## src/rtl/ffha_pkg.sv

```systemverilog
// Shared types and constants of the first-fit heap allocator.
package ffha_pkg;

  localparam int unsigned WORD_W = 32;
  localparam int unsigned CUR_W = 33;
  localparam int unsigned HDR_BYTES = 12;
  localparam logic [WORD_W-1:0] HDR_MAGIC = 32'hDEADBEEF;
  localparam logic [WORD_W-1:0] FLAG_FREE = 32'd1;

  typedef enum logic [1:0] {
    STAT_OK      = 2'd0,
    STAT_NOFIT   = 2'd1,
    STAT_CORRUPT = 2'd2
  } status_t;

  typedef enum logic [1:0] {
    BASE_CUR  = 2'd0,
    BASE_NH   = 2'd1,
    BASE_ZERO = 2'd2
  } base_t;

  typedef enum logic [1:0] {
    WOFF_SIZE  = 2'd0,
    WOFF_FLAG  = 2'd1,
    WOFF_MAGIC = 2'd2
  } woff_t;

  typedef enum logic [2:0] {
    WSRC_REQ   = 3'd0,
    WSRC_LEFT  = 3'd1,
    WSRC_FREE  = 3'd2,
    WSRC_USED  = 3'd3,
    WSRC_MAGIC = 3'd4,
    WSRC_INIT  = 3'd5
  } wsrc_t;

  typedef struct packed {
    logic    mem_en;
    logic    mem_we;
    base_t   base;
    woff_t   woff;
    wsrc_t   wsrc;
    logic    start_item;
    logic    load_bsize;
    logic    load_nh;
    logic    adv_cur;
    logic    shrink;
    logic    res_load;
    status_t res_status;
  } cmd_t;

  typedef struct packed {
    logic oversize;
    logic at_end;
    logic past_end;
    logic magic_ok;
    logic fit;
    logic split;
  } sts_t;

endpackage

```

## src/rtl/ffha_ctrl.sv

```systemverilog
// Controller state machine: heap setup, header walk, split and grant sequencing.
module ffha_ctrl import ffha_pkg::*; (
  input  logic clk,
  input  logic rst_n,
  input  logic start,
  input  sts_t sts,
  output cmd_t cmd,
  output logic busy,
  output logic out_valid
);

  typedef enum logic [13:0] {
    S_INIT0  = 14'b00000000000001,
    S_INIT1  = 14'b00000000000010,
    S_INIT2  = 14'b00000000000100,
    S_IDLE   = 14'b00000000001000,
    S_WALK   = 14'b00000000010000,
    S_RMAG   = 14'b00000000100000,
    S_RSIZE  = 14'b00000001000000,
    S_RFLAG  = 14'b00000010000000,
    S_SPLIT0 = 14'b00000100000000,
    S_SPLIT1 = 14'b00001000000000,
    S_SPLIT2 = 14'b00010000000000,
    S_SPLIT3 = 14'b00100000000000,
    S_MARK   = 14'b01000000000000,
    S_DONE   = 14'b10000000000000
  } state_t;

  state_t state_r;
  state_t state_nxt;

  always_ff @(posedge clk) begin
    if (!rst_n) begin
      state_r <= S_INIT0;
    end else begin
      state_r <= state_nxt;
    end
  end

  always_comb begin
    state_nxt = state_r;
    cmd = '0;
    case (state_r)
      S_INIT0: begin
        cmd.mem_en = 1'b1;
        cmd.mem_we = 1'b1;
        cmd.base = BASE_ZERO;
        cmd.woff = WOFF_SIZE;
        cmd.wsrc = WSRC_INIT;
        state_nxt = S_INIT1;
      end
      S_INIT1: begin
        cmd.mem_en = 1'b1;
        cmd.mem_we = 1'b1;
        cmd.base = BASE_ZERO;
        cmd.woff = WOFF_FLAG;
        cmd.wsrc = WSRC_FREE;
        state_nxt = S_INIT2;
      end
      S_INIT2: begin
        cmd.mem_en = 1'b1;
        cmd.mem_we = 1'b1;
        cmd.base = BASE_ZERO;
        cmd.woff = WOFF_MAGIC;
        cmd.wsrc = WSRC_MAGIC;
        state_nxt = S_IDLE;
      end
      S_IDLE: begin
        if (start) begin
          cmd.start_item = 1'b1;
          state_nxt = S_WALK;
        end
      end
      S_WALK: begin
        if (sts.oversize || sts.at_end) begin
          cmd.res_load = 1'b1;
          cmd.res_status = STAT_NOFIT;
          state_nxt = S_DONE;
        end else if (sts.past_end) begin
          cmd.res_load = 1'b1;
          cmd.res_status = STAT_CORRUPT;
          state_nxt = S_DONE;
        end else begin
          cmd.mem_en = 1'b1;
          cmd.base = BASE_CUR;
          cmd.woff = WOFF_MAGIC;
          state_nxt = S_RMAG;
        end
      end
      S_RMAG: begin
        if (!sts.magic_ok) begin
          cmd.res_load = 1'b1;
          cmd.res_status = STAT_CORRUPT;
          state_nxt = S_DONE;
        end else begin
          cmd.mem_en = 1'b1;
          cmd.base = BASE_CUR;
          cmd.woff = WOFF_SIZE;
          state_nxt = S_RSIZE;
        end
      end
      S_RSIZE: begin
        cmd.load_bsize = 1'b1;
        cmd.mem_en = 1'b1;
        cmd.base = BASE_CUR;
        cmd.woff = WOFF_FLAG;
        state_nxt = S_RFLAG;
      end
      S_RFLAG: begin
        if (sts.fit) begin
          cmd.load_nh = 1'b1;
          state_nxt = sts.split ? S_SPLIT0 : S_MARK;
        end else begin
          cmd.adv_cur = 1'b1;
          state_nxt = S_WALK;
        end
      end
      S_SPLIT0: begin
        cmd.mem_en = 1'b1;
        cmd.mem_we = 1'b1;
        cmd.base = BASE_CUR;
        cmd.woff = WOFF_SIZE;
        cmd.wsrc = WSRC_REQ;
        state_nxt = S_SPLIT1;
      end
      S_SPLIT1: begin
        cmd.mem_en = 1'b1;
        cmd.mem_we = 1'b1;
        cmd.base = BASE_NH;
        cmd.woff = WOFF_SIZE;
        cmd.wsrc = WSRC_LEFT;
        state_nxt = S_SPLIT2;
      end
      S_SPLIT2: begin
        cmd.mem_en = 1'b1;
        cmd.mem_we = 1'b1;
        cmd.base = BASE_NH;
        cmd.woff = WOFF_FLAG;
        cmd.wsrc = WSRC_FREE;
        state_nxt = S_SPLIT3;
      end
      S_SPLIT3: begin
        cmd.mem_en = 1'b1;
        cmd.mem_we = 1'b1;
        cmd.base = BASE_NH;
        cmd.woff = WOFF_MAGIC;
        cmd.wsrc = WSRC_MAGIC;
        cmd.shrink = 1'b1;
        state_nxt = S_MARK;
      end
      S_MARK: begin
        cmd.mem_en = 1'b1;
        cmd.mem_we = 1'b1;
        cmd.base = BASE_CUR;
        cmd.woff = WOFF_FLAG;
        cmd.wsrc = WSRC_USED;
        cmd.res_load = 1'b1;
        cmd.res_status = STAT_OK;
        state_nxt = S_DONE;
      end
      S_DONE: begin
        state_nxt = S_IDLE;
      end
      default: begin
        state_nxt = S_IDLE;
      end
    endcase
  end

  assign busy = state_r != S_IDLE;
  assign out_valid = state_r == S_DONE;

endmodule

```

## config.mk

```make
export PLATFORM = sky130hd
export DESIGN_NAME = ffha_ctrl
export DESIGN_NICKNAME = d
export VERILOG_FILES = /design/src/rtl/ffha_pkg.sv /design/src/rtl/ffha_ctrl.sv
export SDC_FILE = /design/constraint.sdc
export NUM_CORES = 1
export LEC_CHECK = 0
export BUFFER_PORTS_ARGS = -buffer_cell sky130_fd_sc_hd__buf_2
export CORE_ASPECT_RATIO = 1.4
export CORE_MARGIN = 2
export CORE_UTILIZATION = 45
export CTS_CLUSTER_DIAMETER = 40
export DETAILED_ROUTE_END_ITERATION = 8
export PLACE_DENSITY = 0.74
export SETUP_SLACK_MARGIN = 0.2
export SYNTH_ARGS = -nofsm -noshare
export SYNTH_HDL_FRONTEND = slang
export SYNTH_SLANG_ARGS = --single-unit
```

## constraint.sdc

```tcl
create_clock -name clk -period 2 [get_ports clk]
set_input_delay 0.3 -clock clk [delete_from_list [all_inputs] [get_ports clk]]
set_output_delay 0.3 -clock clk [all_outputs]
set_load 0.005 [all_outputs]
```

==> results.sh <==
export IMPL_status="finished, violations left"
export IMPL_violations="setup timing"
export IMPL_synth_edff_count=0
export IMPL_endpoint_kind="primary output"
export IMPL_first_global_vias=1242
export IMPL_synth_main_ff_cell="dfxtp_1"
export IMPL_clk_insertion_delay_late_ps=290
export IMPL_area_delta_synth_final_pct=70.78
export IMPL_wl_um=3827
export IMPL_fin_crit_sh_pct=113.5
export IMPL_vias=1230
export IMPL_path_clk_slew_ps=90
export IMPL_max_slew_margin_rel_pct=64.24
export IMPL_cts_tree="yes"
export IMPL_largest_reg_flops=14
export IMPL_post_dp_cell_area_um2=1245
export IMPL_ys_seq_elements=14
export IMPL_wl_per_cell_um=19.83
export IMPL_n_fill_cell=109
export IMPL_cts_buffers=3
export IMPL_regArea_um2=306.5
export IMPL_largest_registers="state_r: 14 flops"
export IMPL_crit_arrival_ps=1970
export IMPL_timing_fmax_ghz=0.4406
export IMPL_slew_viol_final=0
export IMPL_mostFrequentLayoutCell="buf_2"
export IMPL_p_per_area_nw_per_um2=439.3
export IMPL_gr_total_overflow=0
export IMPL_finalSetupTns_ps=-2701
export IMPL_finClkSkew_ps=1.493
export IMPL_ys_seq_area_share_pct=28.83
export IMPL_setup_viol=17
export IMPL_yosysUniqueCellTypes=44
export IMPL_root_buffer="clkbuf_4"
export IMPL_worstPathRequired_ps=1700
export IMPL_final_layout_size_suffix_gt1_share_pct=65.70
export IMPL_core_rowCount=19
export IMPL_syn_cell_area_um2=972.2
export IMPL_final_area_um2=1660
export IMPL_grt_pass1_wl_um=5747
export IMPL_io_pins=28
export IMPL_vdd_ir_drop_max_v=0.0004801
export IMPL_min_path_type="input port to flip-flop"
export IMPL_drt_iter0_drc=55
export IMPL_p_leak_nw=0.7251
export IMPL_clock_sinks=14
export IMPL_regMostFlops="state_r"
export IMPL_synth_cells=118
export IMPL_drc=0
export IMPL_fp_dieW_um=43.28
export IMPL_grt_max_degree=10
export IMPL_dr_pass1_iters=5
export IMPL_async_flop_share_pct=0
export IMPL_synth_nets=127
export IMPL_synth_area_per_cell_um2=8.239
export IMPL_die_area_um2=2553
export IMPL_cts_buffer_depth=2
export IMPL_ys_warn_count=0
export IMPL_hold_violations=0
export IMPL_ant_nets=0
export IMPL_fin_crit_ps=2270
export IMPL_worstSetupStartpointType="flip-flop"
export IMPL_most_common_layout_cells="27 x buf_2, 20 x buf_4, 12 x nor2_1"
export IMPL_die_h_um=59.00
export IMPL_antenna_found_initial=0
export IMPL_port_buffers=27
export IMPL_grt_util_all_layers_pct=30.81
export IMPL_place_gp_congestion=0.8588
export IMPL_final_nets=183
export IMPL_core_area_um2=1997
export IMPL_cap_viol_max_count=0
export IMPL_multi_input_area_um2=894.6
export IMPL_worst_slew_pin_slew_ps=529.0
export IMPL_hpwlAfterDp_um=2117
export IMPL_worstSetupPathType="flip-flop to primary output"
export IMPL_worstPathMaxFanout=7
export IMPL_start_util_pct=48.68
export IMPL_diodes=0
export IMPL_grt_setup_unrepaired="true"
export IMPL_viasPerCell=6.373
export IMPL_htreeDepth=1
export IMPL_finalWorstSetupSlack_ps=-269.7
[layout make-up]
cell class / count / area share, %
inverter: 7 / 1.583
tap: 21 / 1.583
multi-input combinational: 93 / 53.88
clock buffer: 3 / 1.356
sequential: 14 / 18.46
timing repair buffer: 55 / 23.13
[worst max-delay path, stage by stage (launching register included)]
cell,delay [ps]
dfxtp_4,380
nor4_4,310
nand4_2,130
buf_4,180
or4_4,450
nor2_4,110
buf_2,120
[final timing paths]
path | start | slack [ps] | end | cells past startpoint
worst max-delay path | state_r[4] | -270 | cmd[7] | 6
worst min-delay path | sts[0] | 250 | state_r[8] | 2
worst max register to register | state_r[4] | 10 | state_r[1] | 7
worst min register to register | state_r[9] | 570 | state_r[10] | 2
[timing repair]
| action | CTS | global route |
|---|---|---|
| hold buffers | 0 | 0 |
| resized for setup | 53 | 14 |
| pin swaps | 17 | 11 |
| buffers inserted | 12 | 4 |
| setup endpoints to repair | 27 | 28 |
[cell families (layout without fill, tap and decap cells)]
kind of cell,after synthesis,count (layout),synth area share [%]
buffers and inverters,11,65,4.762
and+or+nand+nor,73,73,51.48
xor gates and xnor gates,3,3,2.703
DFF,14,14,28.83
AOI/OAI and AO/OA,17,17,12.23
[where the power goes]
| part | internal [W] | switching [W] |
|---|---|---|
| sequential | 0.000284 | 0.0000126 |
| clock | 0.0000701 | 0.0000994 |
| combinational | 0.000137 | 0.000127 |
| total | 0.000491 | 0.000239 |
[through the flow]
stage / util [%] / hold slack [ps] / cells / worst slack [ps] / total power [W]
finish: 83.15 / 247.7 / 193 / -269.7 / 0.0007295
global route: 83.15 / 265.3 / 193 / -330.3 / 0.0007446
CTS: 79.07 / 258.0 / 189 / -229.6 / 0.0006930
detailed placement: 62.34 / 545.9 / 174 / -45.57 / 0.0004646
global placement: 62.34 / 539.3 / 174 / -2.878 / 0.0004605
floorplan: - / 443.4 / 118 / 75.42 / 0.0004005
[layer usage]
metal  up-vias  global-route usage (%)  share of wire, %
met5         -                       0                 0
met1       598                   30.55                36
met3        18                   3.659               4.3
met4         0                   19.48               5.3
li1        551                       -                 -
met2        63                   58.64                55
[cell usage after synthesis, drive strengths merged, types with 2 or more instances]
library cell | count | area [um2]
buf | 2 | 12.51
o21ai | 4 | 23.77
nand4 | 4 | 37.53
nor2b | 4 | 25.02
or3 | 3 | 18.77
nor3 | 5 | 25.02
xnor2 | 2 | 17.52
nor2 | 16 | 72.57
nor4b | 5 | 58.80
nand2b | 6 | 37.54
o21a | 2 | 15.01
dfxtp | 14 | 280.3
or4b | 2 | 20.02
and3 | 2 | 12.51
inv | 7 | 26.28
nand2 | 2 | 7.510
and2 | 2 | 12.51
a21oi | 5 | 28.78
nor4 | 4 | 52.55
or4 | 4 | 33.78
nand3 | 9 | 45.04
clkbuf | 2 | 7.510
No activity file was read; power rests on OpenSTA's default activity.
